**src/design/skl_pkg.sv**
```systemverilog
// ----------------------------------------------------------------------------
// skl_pkg: shared definitions for the sorted key list
// Operation and status codes, register map and the control structs that
// pass between the controller, the cell row and each cell.
// ----------------------------------------------------------------------------
package skl_pkg;

  // Default sizes of the store.
  localparam int DEPTH_DEFAULT     = 16;
  localparam int KEY_WIDTH_DEFAULT = 32;

  // Width of the request key and found key ports.
  localparam int KEY_PORT_W = 32;

  // Configuration port geometry.
  localparam int PADDR_W = 3;
  localparam int PDATA_W = 32;
  localparam logic [0:0] REG_COMPARE_SIGNED = 1'd0;

  // Operation codes.
  localparam logic [1:0] OP_ADD      = 2'd0;
  localparam logic [1:0] OP_ADD_ONCE = 2'd1;
  localparam logic [1:0] OP_SEARCH   = 2'd2;
  localparam logic [1:0] OP_DELETE   = 2'd3;

  // Status codes.
  localparam logic [1:0] ST_OK        = 2'd0;
  localparam logic [1:0] ST_NOT_FOUND = 2'd1;
  localparam logic [1:0] ST_PRESENT   = 2'd2;
  localparam logic [1:0] ST_FULL      = 2'd3;

  // Command from the controller to the cell row.
  typedef struct packed {
    logic cmp_en;  // capture compare flags in every cell
    logic ins;     // insert the request key at its sorted place
    logic del;     // remove the first matching key
  } skl_req_t;

  // Per-cell control produced by the cell row.
  typedef struct packed {
    logic cmp_en;  // capture compare flags
    logic occ;     // this cell holds a stored key
    logic ins;     // insert update this cycle
    logic del;     // delete update this cycle
    logic keep;    // this cell and all cells to its left are below the key
    logic at_pos;  // this cell is the first one not below the key
  } skl_cell_ctl_t;

endpackage

```
**src/design/sorted_key_list_top.sv**
```systemverilog
// ----------------------------------------------------------------------------
// sorted_key_list_top: sorted key store with add, add-once, search, delete
// Keeps up to DEPTH keys in ascending order in a row of cells and answers
// each request with a status, the matched key and the entry count.
// ----------------------------------------------------------------------------
//
//  Channel  | Direction | Handshake          | Payload
//  ---------+-----------+--------------------+------------------------------
//  request  | in        | in_valid/in_stall  | operation, key
//  result   | out       | out_valid/out_stall| status, found_key, entry_total
//  config   | in        | APB psel/penable   | compare_signed at address 0
//
//  A request is accepted in the idle state, all cells capture their compare
//  flags in the next cycle, and in the update state the row shifts and the
//  result register loads; no new request is taken until then. The update
//  state waits while the result register still holds a result under stall.
//  Reset empties the store at once and clears compare_signed; stored keys
//  are not cleared.
//
module sorted_key_list_top #(
  parameter int DEPTH     = skl_pkg::DEPTH_DEFAULT,
  parameter int KEY_WIDTH = skl_pkg::KEY_WIDTH_DEFAULT,
  parameter int CNT_W     = $clog2(DEPTH + 1)
) (
  input  logic                              clk,
  input  logic                              rst,
  // Configuration port.
  input  logic                              psel,
  input  logic                              penable,
  input  logic                              pwrite,
  input  logic [skl_pkg::PADDR_W-1:0]       paddr,
  input  logic [skl_pkg::PDATA_W-1:0]       pwdata,
  output logic [skl_pkg::PDATA_W-1:0]       prdata,
  output logic                              pready,
  // Request channel.
  input  logic                              in_valid,
  output logic                              in_stall,
  input  logic [1:0]                        operation,
  input  logic [skl_pkg::KEY_PORT_W-1:0]    key,
  // Result channel.
  output logic                              out_valid,
  input  logic                              out_stall,
  output logic [1:0]                        status,
  output logic [skl_pkg::KEY_PORT_W-1:0]    found_key,
  output logic [CNT_W-1:0]                  entry_total
);

  typedef enum logic [1:0] {
    S_IDLE,
    S_CMP,
    S_UPD
  } state_t;

  state_t               state;
  logic                 compare_signed;
  logic [CNT_W-1:0]     count;
  logic [CNT_W-1:0]     count_next;
  logic [1:0]           op_q;
  logic [KEY_WIDTH-1:0] req_key;
  logic                 hit;
  logic                 full;
  logic                 upd_go;
  logic                 do_ins;
  logic                 do_del;
  logic [1:0]           status_next;
  logic                 found_next;
  logic                 cfg_wr;
  skl_pkg::skl_req_t    req;

  // Register access.
  assign pready = 1'b1;
  assign cfg_wr = psel && penable && pwrite && pready &&
                  (paddr[skl_pkg::PADDR_W-1:2] == skl_pkg::REG_COMPARE_SIGNED);

  always_comb begin
    prdata = '0;
    if (paddr[skl_pkg::PADDR_W-1:2] == skl_pkg::REG_COMPARE_SIGNED) begin
      prdata[0] = compare_signed;
    end
  end

  always_ff @(posedge clk) begin
    if (rst) begin
      compare_signed <= 1'b0;
    end else if (cfg_wr) begin
      compare_signed <= pwdata[0];
    end
  end

  // Update decision once the compare flags are in.
  assign full   = count == CNT_W'(DEPTH);
  assign upd_go = (state == S_UPD) && (!out_valid || !out_stall);

  always_comb begin
    do_ins      = 1'b0;
    do_del      = 1'b0;
    status_next = skl_pkg::ST_OK;
    found_next  = 1'b0;
    case (op_q)
      skl_pkg::OP_ADD: begin
        if (full) begin
          status_next = skl_pkg::ST_FULL;
        end else begin
          do_ins = 1'b1;
        end
      end
      skl_pkg::OP_ADD_ONCE: begin
        if (hit) begin
          status_next = skl_pkg::ST_PRESENT;
          found_next  = 1'b1;
        end else if (full) begin
          status_next = skl_pkg::ST_FULL;
        end else begin
          do_ins = 1'b1;
        end
      end
      skl_pkg::OP_SEARCH: begin
        if (hit) begin
          found_next = 1'b1;
        end else begin
          status_next = skl_pkg::ST_NOT_FOUND;
        end
      end
      skl_pkg::OP_DELETE: begin
        if (hit) begin
          found_next = 1'b1;
          do_del     = 1'b1;
        end else begin
          status_next = skl_pkg::ST_NOT_FOUND;
        end
      end
      default: begin
        status_next = skl_pkg::ST_OK;
      end
    endcase
  end

  always_comb begin
    count_next = count;
    if (do_ins) begin
      count_next = count + CNT_W'(1);
    end else if (do_del) begin
      count_next = count - CNT_W'(1);
    end
  end

  // Command to the cell row.
  assign req.cmp_en = state == S_CMP;
  assign req.ins    = upd_go && do_ins;
  assign req.del    = upd_go && do_del;

  skl_chain #(
    .DEPTH     (DEPTH),
    .KEY_WIDTH (KEY_WIDTH),
    .CNT_W     (CNT_W)
  ) u_chain (
    .clk            (clk),
    .req            (req),
    .count          (count),
    .compare_signed (compare_signed),
    .req_key        (req_key),
    .hit            (hit)
  );

  assign in_stall = state != S_IDLE;

  // Sequencer, entry count and result register.
  always_ff @(posedge clk) begin
    if (rst) begin
      state     <= S_IDLE;
      count     <= '0;
      out_valid <= 1'b0;
    end else begin
      // A taken result clears the register unless a new one loads now.
      if (out_valid && !out_stall && !upd_go) begin
        out_valid <= 1'b0;
      end
      case (state)
        S_IDLE: begin
          if (in_valid) begin
            op_q    <= operation;
            req_key <= KEY_WIDTH'(key);
            state   <= S_CMP;
          end
        end
        S_CMP: begin
          state <= S_UPD;
        end
        S_UPD: begin
          if (upd_go) begin
            count       <= count_next;
            out_valid   <= 1'b1;
            status      <= status_next;
            found_key   <= found_next ? skl_pkg::KEY_PORT_W'(req_key) : '0;
            entry_total <= count_next;
            state       <= S_IDLE;
          end
        end
        default: begin
          state <= S_IDLE;
        end
      endcase
    end
  end

endmodule

```
**src/design/skl_cell.sv**
```systemverilog
// ----------------------------------------------------------------------------
// skl_cell: one slot of the sorted key list
// Holds one key, compares it with the broadcast request key, and on an
// update keeps its key, loads the request key, or takes a neighbor's key.
// ----------------------------------------------------------------------------
module skl_cell #(
  parameter int KEY_WIDTH = skl_pkg::KEY_WIDTH_DEFAULT
) (
  input  logic                      clk,
  input  skl_pkg::skl_cell_ctl_t    ctl,
  input  logic                      compare_signed,
  input  logic [KEY_WIDTH-1:0]      req_key,
  input  logic [KEY_WIDTH-1:0]      key_left,
  input  logic [KEY_WIDTH-1:0]      key_right,
  output logic [KEY_WIDTH-1:0]      key_q,
  output logic                      lt_q,
  output logic                      eq_q
);

  logic [KEY_WIDTH-1:0] sign_flip;
  logic [KEY_WIDTH-1:0] own_ord;
  logic [KEY_WIDTH-1:0] req_ord;

  // Flipping the sign bit turns signed order into unsigned order.
  assign sign_flip = {compare_signed, {(KEY_WIDTH-1){1'b0}}};
  assign own_ord   = key_q ^ sign_flip;
  assign req_ord   = req_key ^ sign_flip;

  // Compare flags are captured in the compare cycle and used in the update.
  always_ff @(posedge clk) begin
    if (ctl.cmp_en) begin
      lt_q <= ctl.occ && (own_ord < req_ord);
      eq_q <= ctl.occ && (key_q == req_key);
    end
  end

  // Shift right on insert, shift left on delete, from the insertion point on.
  always_ff @(posedge clk) begin
    if (ctl.ins && !ctl.keep) begin
      key_q <= ctl.at_pos ? req_key : key_left;
    end else if (ctl.del && !ctl.keep) begin
      key_q <= key_right;
    end
  end

endmodule

```
**src/design/skl_chain.sv**
```systemverilog
// ----------------------------------------------------------------------------
// skl_chain: the row of key cells
// Instantiates one cell per slot, links neighbors, and finds the insertion
// point as the end of the leading run of keys that are below the request.
// ----------------------------------------------------------------------------
module skl_chain #(
  parameter int DEPTH     = skl_pkg::DEPTH_DEFAULT,
  parameter int KEY_WIDTH = skl_pkg::KEY_WIDTH_DEFAULT,
  parameter int CNT_W     = $clog2(DEPTH + 1)
) (
  input  logic                  clk,
  input  skl_pkg::skl_req_t     req,
  input  logic [CNT_W-1:0]      count,
  input  logic                  compare_signed,
  input  logic [KEY_WIDTH-1:0]  req_key,
  output logic                  hit
);

  localparam int LVL = $clog2(DEPTH);

  logic [KEY_WIDTH-1:0] keys [DEPTH];
  logic [DEPTH-1:0]     lt;
  logic [DEPTH-1:0]     eq;
  logic [DEPTH-1:0]     pfx [LVL+1];
  logic [DEPTH-1:0]     at_pos;
  logic [DEPTH-1:0]     hit_vec;

  // Prefix AND over the below-request flags, one doubling span per level.
  assign pfx[0] = lt;
  for (genvar l = 0; l < LVL; l++) begin : g_lvl
    for (genvar i = 0; i < DEPTH; i++) begin : g_bit
      if (i >= (1 << l)) begin : g_and
        assign pfx[l+1][i] = pfx[l][i] & pfx[l][i-(1<<l)];
      end else begin : g_pass
        assign pfx[l+1][i] = pfx[l][i];
      end
    end
  end

  // The insertion point is the first cell that ends the prefix run.
  assign at_pos[0] = !pfx[LVL][0];
  for (genvar i = 1; i < DEPTH; i++) begin : g_pos
    assign at_pos[i] = !pfx[LVL][i] && pfx[LVL][i-1];
  end

  // A hit is an equal key sitting exactly at the insertion point.
  assign hit_vec = eq & at_pos;
  assign hit     = |hit_vec;

  // The cells and their neighbor links.
  for (genvar i = 0; i < DEPTH; i++) begin : g_cell
    skl_pkg::skl_cell_ctl_t ctl;
    logic [KEY_WIDTH-1:0]   key_left;
    logic [KEY_WIDTH-1:0]   key_right;

    assign ctl.cmp_en = req.cmp_en;
    assign ctl.occ    = CNT_W'(i) < count;
    assign ctl.ins    = req.ins;
    assign ctl.del    = req.del;
    assign ctl.keep   = pfx[LVL][i];
    assign ctl.at_pos = at_pos[i];

    if (i == 0) begin : g_first
      assign key_left = req_key;
    end else begin : g_left
      assign key_left = keys[i-1];
    end

    if (i == DEPTH - 1) begin : g_last
      assign key_right = keys[i];
    end else begin : g_right
      assign key_right = keys[i+1];
    end

    skl_cell #(
      .KEY_WIDTH (KEY_WIDTH)
    ) u_cell (
      .clk            (clk),
      .ctl            (ctl),
      .compare_signed (compare_signed),
      .req_key        (req_key),
      .key_left       (key_left),
      .key_right      (key_right),
      .key_q          (keys[i]),
      .lt_q           (lt[i]),
      .eq_q           (eq[i])
    );
  end

endmodule
```
**config.mk**
```make
export PLATFORM = sky130hd
export DESIGN_NAME = sorted_key_list_top
export DESIGN_NICKNAME = d
export VERILOG_FILES = /design/src/design/skl_pkg.sv /design/src/design/sorted_key_list_top.sv /design/src/design/skl_cell.sv /design/src/design/skl_chain.sv
export SDC_FILE = /design/constraint.sdc
export NUM_CORES = 2
export LEC_CHECK = 0
export BUFFER_PORTS_ARGS = -buffer_cell sky130_fd_sc_hd__buf_2
export CORE_UTILIZATION = 60
export CTS_BUF_LIST = sky130_fd_sc_hd__clkbuf_2
export DETAILED_ROUTE_END_ITERATION = 7
export GPL_ROUTABILITY_DRIVEN = 0
export PLACE_DENSITY_LB_ADDON = 0.15
export SLEW_MARGIN = 30
export SYNTH_ARGS = -nofsm -noshare
export SYNTH_HDL_FRONTEND = slang
export SYNTH_SLANG_ARGS = --single-unit
```
**constraint.sdc**
```tcl
create_clock -name clk -period 9.7 [get_ports clk]
set_input_delay 1.455 -clock clk [delete_from_list [all_inputs] [get_ports clk]]
set_output_delay 1.455 -clock clk [all_outputs]
set_load 0.01 [all_outputs]
```
=== Word-level counts from Yosys, hierarchy flattened ===
Index checks and enable logic that the tools add are counted.

* Bits in registers: 626
* Input bits: 76
* Output and inout port bits: 74
* Logic and storage cells: 379

* Add/sub/neg operators: 2
* $lt $le $gt $ge: 32
* Eq/ne operators: 24
* Mux-type cells: 64
* Bitwise gates (word level): 69
* Reduce and logical (&&, ||, !) cells: 131

{| class="wikitable"
|+ Operators with widths
! cell !! count
|-
| $mux W32 || 45
|-
| $xor A32 B32 Y32 || 17
|-
| $eq A32 B32 Y1 || 16
|-
| $lt A32 B32 Y1 || 16
|-
| $logic_and A1 B1 Y1 || 86
|-
| $and A1 B1 Y1 || 49
|-
| $lt A4 B5 Y1 const A || 8
|-
| $reduce_bool A2 Y1 || 16
|-
| $lt A3 B5 Y1 const A || 4
|-
| $logic_not A1 Y1 || 19
|-
| $and A16 B16 Y16 || 1
|-
| $reduce_or A16 Y1 || 1
|-
| $pmux W2 S3 || 2
|-
| $lt A1 B5 Y1 const A || 2
|-
| $lt A2 B5 Y1 const A || 2
|-
| $mux W1 || 10
|-
| $mux W5 || 2
|-
| $mux W2 || 4
|-
| $eq A2 B2 Y1 const B || 3
|-
| $reduce_and A3 Y1 || 2
|-
| $add A5 B1 Y5 const B || 1
|-
| $eq A5 B5 Y1 const B || 1
|-
| $sub A5 B1 Y5 const B || 1
|-
| $eq A2 B1 Y1 const B || 2
|-
| 8 further kinds || 12
|}

=== Logic depth before layout (Yosys ltp) ===
* Depth in word-level cells: 14
* Depth in mapped cells: 13
* Mapped depth without buffers: 9

=== Hierarchy ===
Synthesis repeated with hierarchy kept, for this count alone.

* Cells, all modules: 4474
* Area total of the unflattened synthesis: 44157.4 sq um

{| class="wikitable"
|+ By module, submodules not included
! module !! instances !! cells an instance !! area an instance (sq um)
|-
| skl_cell || 16 || 260 || 2519.9
|-
| sorted_key_list_top || 1 || 223 || 3293.2
|-
| skl_chain || 1 || 91 || 545.5
|}

=== Worst setup path after synthesis ===
Ideal clock, no wire load.

* Path type: input to register
* Start: input port rst
* End: register op_q[0] (enable)
* Library setup time: 0.475 ns
* Data arrival time: 4.200 ns
* Required time: 9.225 ns
* Path slack: 5.025 ns
* Stages: 2
* Path buffers: 1
* Cell sequence: clkbuf_1 -> nor3b_1

* Cells in the longest elaborated chain, start to end: 2

{| class="wikitable"
|+ RTL lines
! what !! RTL line !! text
|-
| start, declared || sorted_key_list_top.sv:26 || <nowiki>input logic rst,</nowiki>
|-
| $not A1 Y1 (no line) || -- ||
|-
| $reduce_and A3 Y1 (no line) || -- ||
|-
| end signal, assigned || sorted_key_list_top.sv:181 || <nowiki>op_q <= operation;</nowiki>
|-
| end, declared || sorted_key_list_top.sv:58 || <nowiki>logic [1:0] op_q;</nowiki>
|}

Every way passes these cells.
A chain may end at the register's enable or synchronous reset.

=== Worst setup path after layout ===
* Start: register u_chain.g_cell[0].u_cell.lt_q
* End: register u_chain.g_cell[7].u_cell.key_q[27] (enable)

* Cells in the longest elaborated chain, start to end: 13

{| class="wikitable"
|+ RTL lines
! what !! RTL line !! text
|-
| start, declared || skl_cell.sv:16 || <nowiki>output logic lt_q,</nowiki>
|-
| start signal, assigned || skl_cell.sv:32 || <nowiki>lt_q <= ctl.occ && (own_ord < req_ord);</nowiki>
|-
| $and A1 B1 Y1 (4 in series) || skl_chain.sv:33 || <nowiki>assign pfx[l+1][i] = pfx[l][i] & pfx[l][i-(1<<l)];</nowiki>
|-
| $logic_not A1 Y1 || skl_chain.sv:43 || <nowiki>assign at_pos[i] = !pfx[LVL][i] && pfx[LVL][i-1];</nowiki>
|-
| $logic_and A1 B1 Y1 || skl_chain.sv:43 ||
|-
| $and A16 B16 Y16 || skl_chain.sv:47 || <nowiki>assign hit_vec = eq & at_pos;</nowiki>
|-
| $reduce_or A16 Y1 || skl_chain.sv:48 || <nowiki>assign hit = |hit_vec;</nowiki>
|-
| $mux W1, on equally long branches || sorted_key_list_top.sv:108, sorted_key_list_top.sv:125 ||
|-
| $pmux W1 S2 / $mux W1 (equally long branches) || sorted_key_list_top.sv:99 || <nowiki>case (op_q)</nowiki>
|-
| $logic_and A1 B1 Y1, on equally long branches || sorted_key_list_top.sv:149, sorted_key_list_top.sv:150 ||
|-
| $logic_and A1 B1 Y1, on equally long branches || skl_cell.sv:39, skl_cell.sv:41 ||
|-
| $reduce_bool A2 Y1 (no line) (*) || -- ||
|-
| end signal, assigned || skl_cell.sv:40 || <nowiki>key_q <= ctl.at_pos ? req_key : key_left;</nowiki>
|-
| end signal, assigned || skl_cell.sv:42 || <nowiki>key_q <= key_right;</nowiki>
|-
| end, declared || skl_cell.sv:15 || <nowiki>output logic [KEY_WIDTH-1:0] key_q,</nowiki>
|}

Every way passes the cells marked *; elsewhere a longest branch is shown, timed or not.

==> qor.txt <==
status: finished, final reports clean
share of layout cells above drive strength 1: 0.122
Placed Instances: 4997
antenna violation net count after detailed routing: 0
FF+latch count, synth: 626
Gate power share: 0.091
Seq pwr share: 0.552
postcts setup bufs: 0
Setup TNS: 0 ns
setup ws final: 5.14 ns
Psw: 0.00156 W
Max VDD drop: 0.0000956 V
dpl ws: 5.17 ns
Main synth FF type: edfxtp_1
vias post-DR: 33200
Synth Area per Inst: 10.1 um^2
pwr/cell area: 123 nW/um^2
post-cts sizing count: 0
Max Slew Vio Count: 0
CTS tree: yes
core footprint: 68700 um^2
post-DR vias/cell: 6.28
Clock Power Share: 0.357
crit path max fanout: 17
CTS max path bufs: 3
sequential-to-total area share from yosys stat: 0.448
post-route insts no fill: 5290
Netlist cell types: 63
Final #Nets: 4814
First DRT Iteration DRCs: 3076
worst hold path class: in -> reg
initial antenna violation count: 4
slew of the pin with the lowest slew margin: 1.01 ns
Worst-path clk slew: 0.11 ns
Worst Setup Start Kind: register
LEAKAGE: 17.3 nW
DP HPWL: 84700 um
Pre-antenna DRT Iters: 8
Hold Vio Cnt, Final: 0
WL final: 115000 um
Root Driver: clkbuf_2
Tmin final: 4.56 ns
MaxCap Viol Count: 0
slew margin rel.: 0.323
Die X: 266 um
asr flop ratio synth: 0
CTS Buf Count: 168
Synth Cell Area: 41700 um^2
Post-synth EDFFs: 617
f_max: 219 MHz
first-pass GRT wire length: 178000 um
die footprint: 70600 um^2
post-placement cell area: 43600 um^2
final core occ: 0.659
Worst EP required: 10.74 ns
worst-skew pair later-pin latency: 1.44 ns
crit path kind: reg -> reg
clock skew: 0.0990 ns
aggregate global routing overflow: 0
average wire per standard cell: 21.7 um
P&R area growth vs syn: 8.42%
IO Port Bufs: 84
internal power: 0.00400 W
H-tree levels: 4
final instance area: 45300 um^2
final setup fails: 0
Top Ports: 150
largest net degree at the start of global routing: 65
clk sinks: 626
cell count after synthesis: 4113
Sw Ratio: 0.281
final cycle utilization of the critical path: 0.470
Site Rows: 96
drc violations: 0
Die Span Y: 266 um
Crit path arrival time: 5.60 ns
Setup crit end kind: register
Initial Util: 0.608
gr usage total: 0.323
Post-CTS Hold Fix Bufs: 0
RSZ-0062 raised after global routing: no
synthesis warning total: 0
vias in the first global route: 32500
[placed cells by master (no fill, tap or decap), types with 11 or more instances in the layout]
| master | instances |
|---|---|
| mux2_2 | 34 |
| o211ai_1 | 20 |
| a21o_1 | 67 |
| or3_1 | 20 |
| nor2_4 | 12 |
| nor4_1 | 12 |
| nor3_1 | 29 |
| a21oi_1 | 718 |
| buf_2 | 84 |
| clkbuf_2 | 248 |
| ha_1 | 499 |
| and2_1 | 38 |
| nor2_1 | 684 |
| maj3_1 | 13 |
| edfxtp_1 | 617 |
| nand2b_1 | 12 |
| o21bai_1 | 11 |
| a211oi_1 | 28 |
| nand4_1 | 86 |
| and4_1 | 23 |
| nor2b_1 | 43 |
| conb_1 | 32 |
| o21a_1 | 16 |
| buf_16 | 17 |
| mux2i_1 | 325 |
| o21ai_0 | 127 |
| nand3_1 | 32 |
| clkinv_1 | 24 |
| nand2_1 | 137 |
| xnor2_1 | 19 |
| a31oi_1 | 18 |
| buf_4 | 77 |
| inv_1 | 76 |
[cell type report]
cell class,count,area [um^2]
Clock inverter,36,272
Inverter,76,285
Multi-Input combinational cell,3187,22100
Fill cell,5659,23500
Sequential cell,626,18700
Antenna cell,6,15.0
Tap cell,931,1160
Timing Repair Buffer,180,1490
Clock buffer,248,1240
[worst paths after layout]
path	from	to	slack (ns)	depth (start not counted)
setup reg to reg	u_chain.g_cell[0].u_cell.lt_q$_DFFE_PN_	u_chain.g_cell[7].u_cell.key_q[27]$_DFFE_PP_	5.14	7
hold reg to reg	u_chain.g_cell[14].u_cell.key_q[23]$_DFFE_PP_	u_chain.g_cell[15].u_cell.key_q[23]$_DFFE_PP_	0.58	2
setup / recovery	u_chain.g_cell[0].u_cell.lt_q$_DFFE_PN_	u_chain.g_cell[7].u_cell.key_q[27]$_DFFE_PP_	5.14	7
hold / removal	key[17]	req_key[17]$_DFFE_PP_	0.20	1
[cells in the mapped netlist (10+ instances only)]
library cell | count | share of area
a21o_1 | 67 | 0.012
a21oi_1 | 724 | 0.087
nor3_1 | 30 | 0.0036
a31oi_1 | 20 | 0.0030
nor3_2 | 11 | 0.0026
or3_1 | 20 | 0.0030
o211ai_1 | 20 | 0.0036
o21bai_1 | 11 | 0.0020
edfxtp_1 | 617 | 0.44
nand3_1 | 32 | 0.0038
clkbuf_1 | 178 | 0.016
ha_1 | 499 | 0.15
nor4_1 | 12 | 0.0018
o21ai_0 | 127 | 0.015
mux2_2 | 34 | 0.0092
and4_1 | 23 | 0.0048
and3_1 | 10 | 0.0015
mux2i_1 | 325 | 0.078
and2_1 | 38 | 0.0057
nand4_1 | 86 | 0.013
o21a_1 | 16 | 0.0029
nand2b_1 | 14 | 0.0021
buf_2 | 33 | 0.0040
inv_1 | 76 | 0.0068
nor2_1 | 701 | 0.063
nand2_1 | 137 | 0.012
buf_4 | 34 | 0.0061
a211oi_1 | 28 | 0.0050
nor2b_1 | 46 | 0.0069
xnor2_1 | 19 | 0.0040
maj3_1 | 13 | 0.0031
[state kept, by name (all words and copies together), names as in the netlist, 2 cells and up]
register and count:
u_chain.g_cell.u_cell.key_q 512, u_chain.g_cell.u_cell.lt_q 16, status 2, entry_total 5, req_key 32, u_chain.g_cell.u_cell.eq_q 16, op_q 2, count 5
found_key 32, state 2
[power by group through the flow]
stage	logic [W]	clock network [W]	registers (W)
2_1_floorplan	0.000351	0	0.00310
6_report	0.000504	0.00199	0.00307
5_1_grt	0.000563	0.00213	0.00307
3_5_place_dp	0.000490	0	0.00313
3_3_place_gp	0.000463	0	0.00313
4_1_cts	0.000494	0.00202	0.00307
[cells by family (layout without fill, tap and decap cells)]
kind of cell               count (synthesis)  after routing  synth area share
and+or+nand+nor                         1192           1192             0.131
AOI/OAI and AO/OA                       1072           1072             0.143
DFF                                      626            626             0.448
adders and majority gates                512            512             0.153
muxes                                    359            359            0.0871
buffers and inverters                    330            540            0.0337
xor gates and xnor gates                  20             20           0.00420
other                                      2             38          0.000180
[worst max-delay path: stages, from the launching register on]
cell and delay (ns):
edfxtp_1 0.74, nand3_4 0.27, nor4b_4 0.72, o31ai_2 0.31
a31oi_4 0.26, mux2_2 0.65, nor2_2 0.81, buf_4 0.41
[metrics by stage]
stage,total power [W],hold slack (ns)
2_1_floorplan,0.00345,0.491
3_3_place_gp,0.00359,0.556
3_5_place_dp,0.00362,0.565
4_1_cts,0.00558,0.109
5_1_grt,0.00577,0.184
6_report,0.00556,0.197
[per-layer routing]
metal / routed length, um / up-vias / part of all wire / global-route usage
li1: - / 15700 / - / -
met1: 50000 / 16100 / 0.44 / 0.444
met2: 53200 / 1232 / 0.46 / 0.516
met3: 8210 / 254 / 0.072 / 0.0532
met4: 3290 / 0 / 0.029 / 0.117
met5: 0 / - / 0 / 0
(Power assumes the default switching activity.)
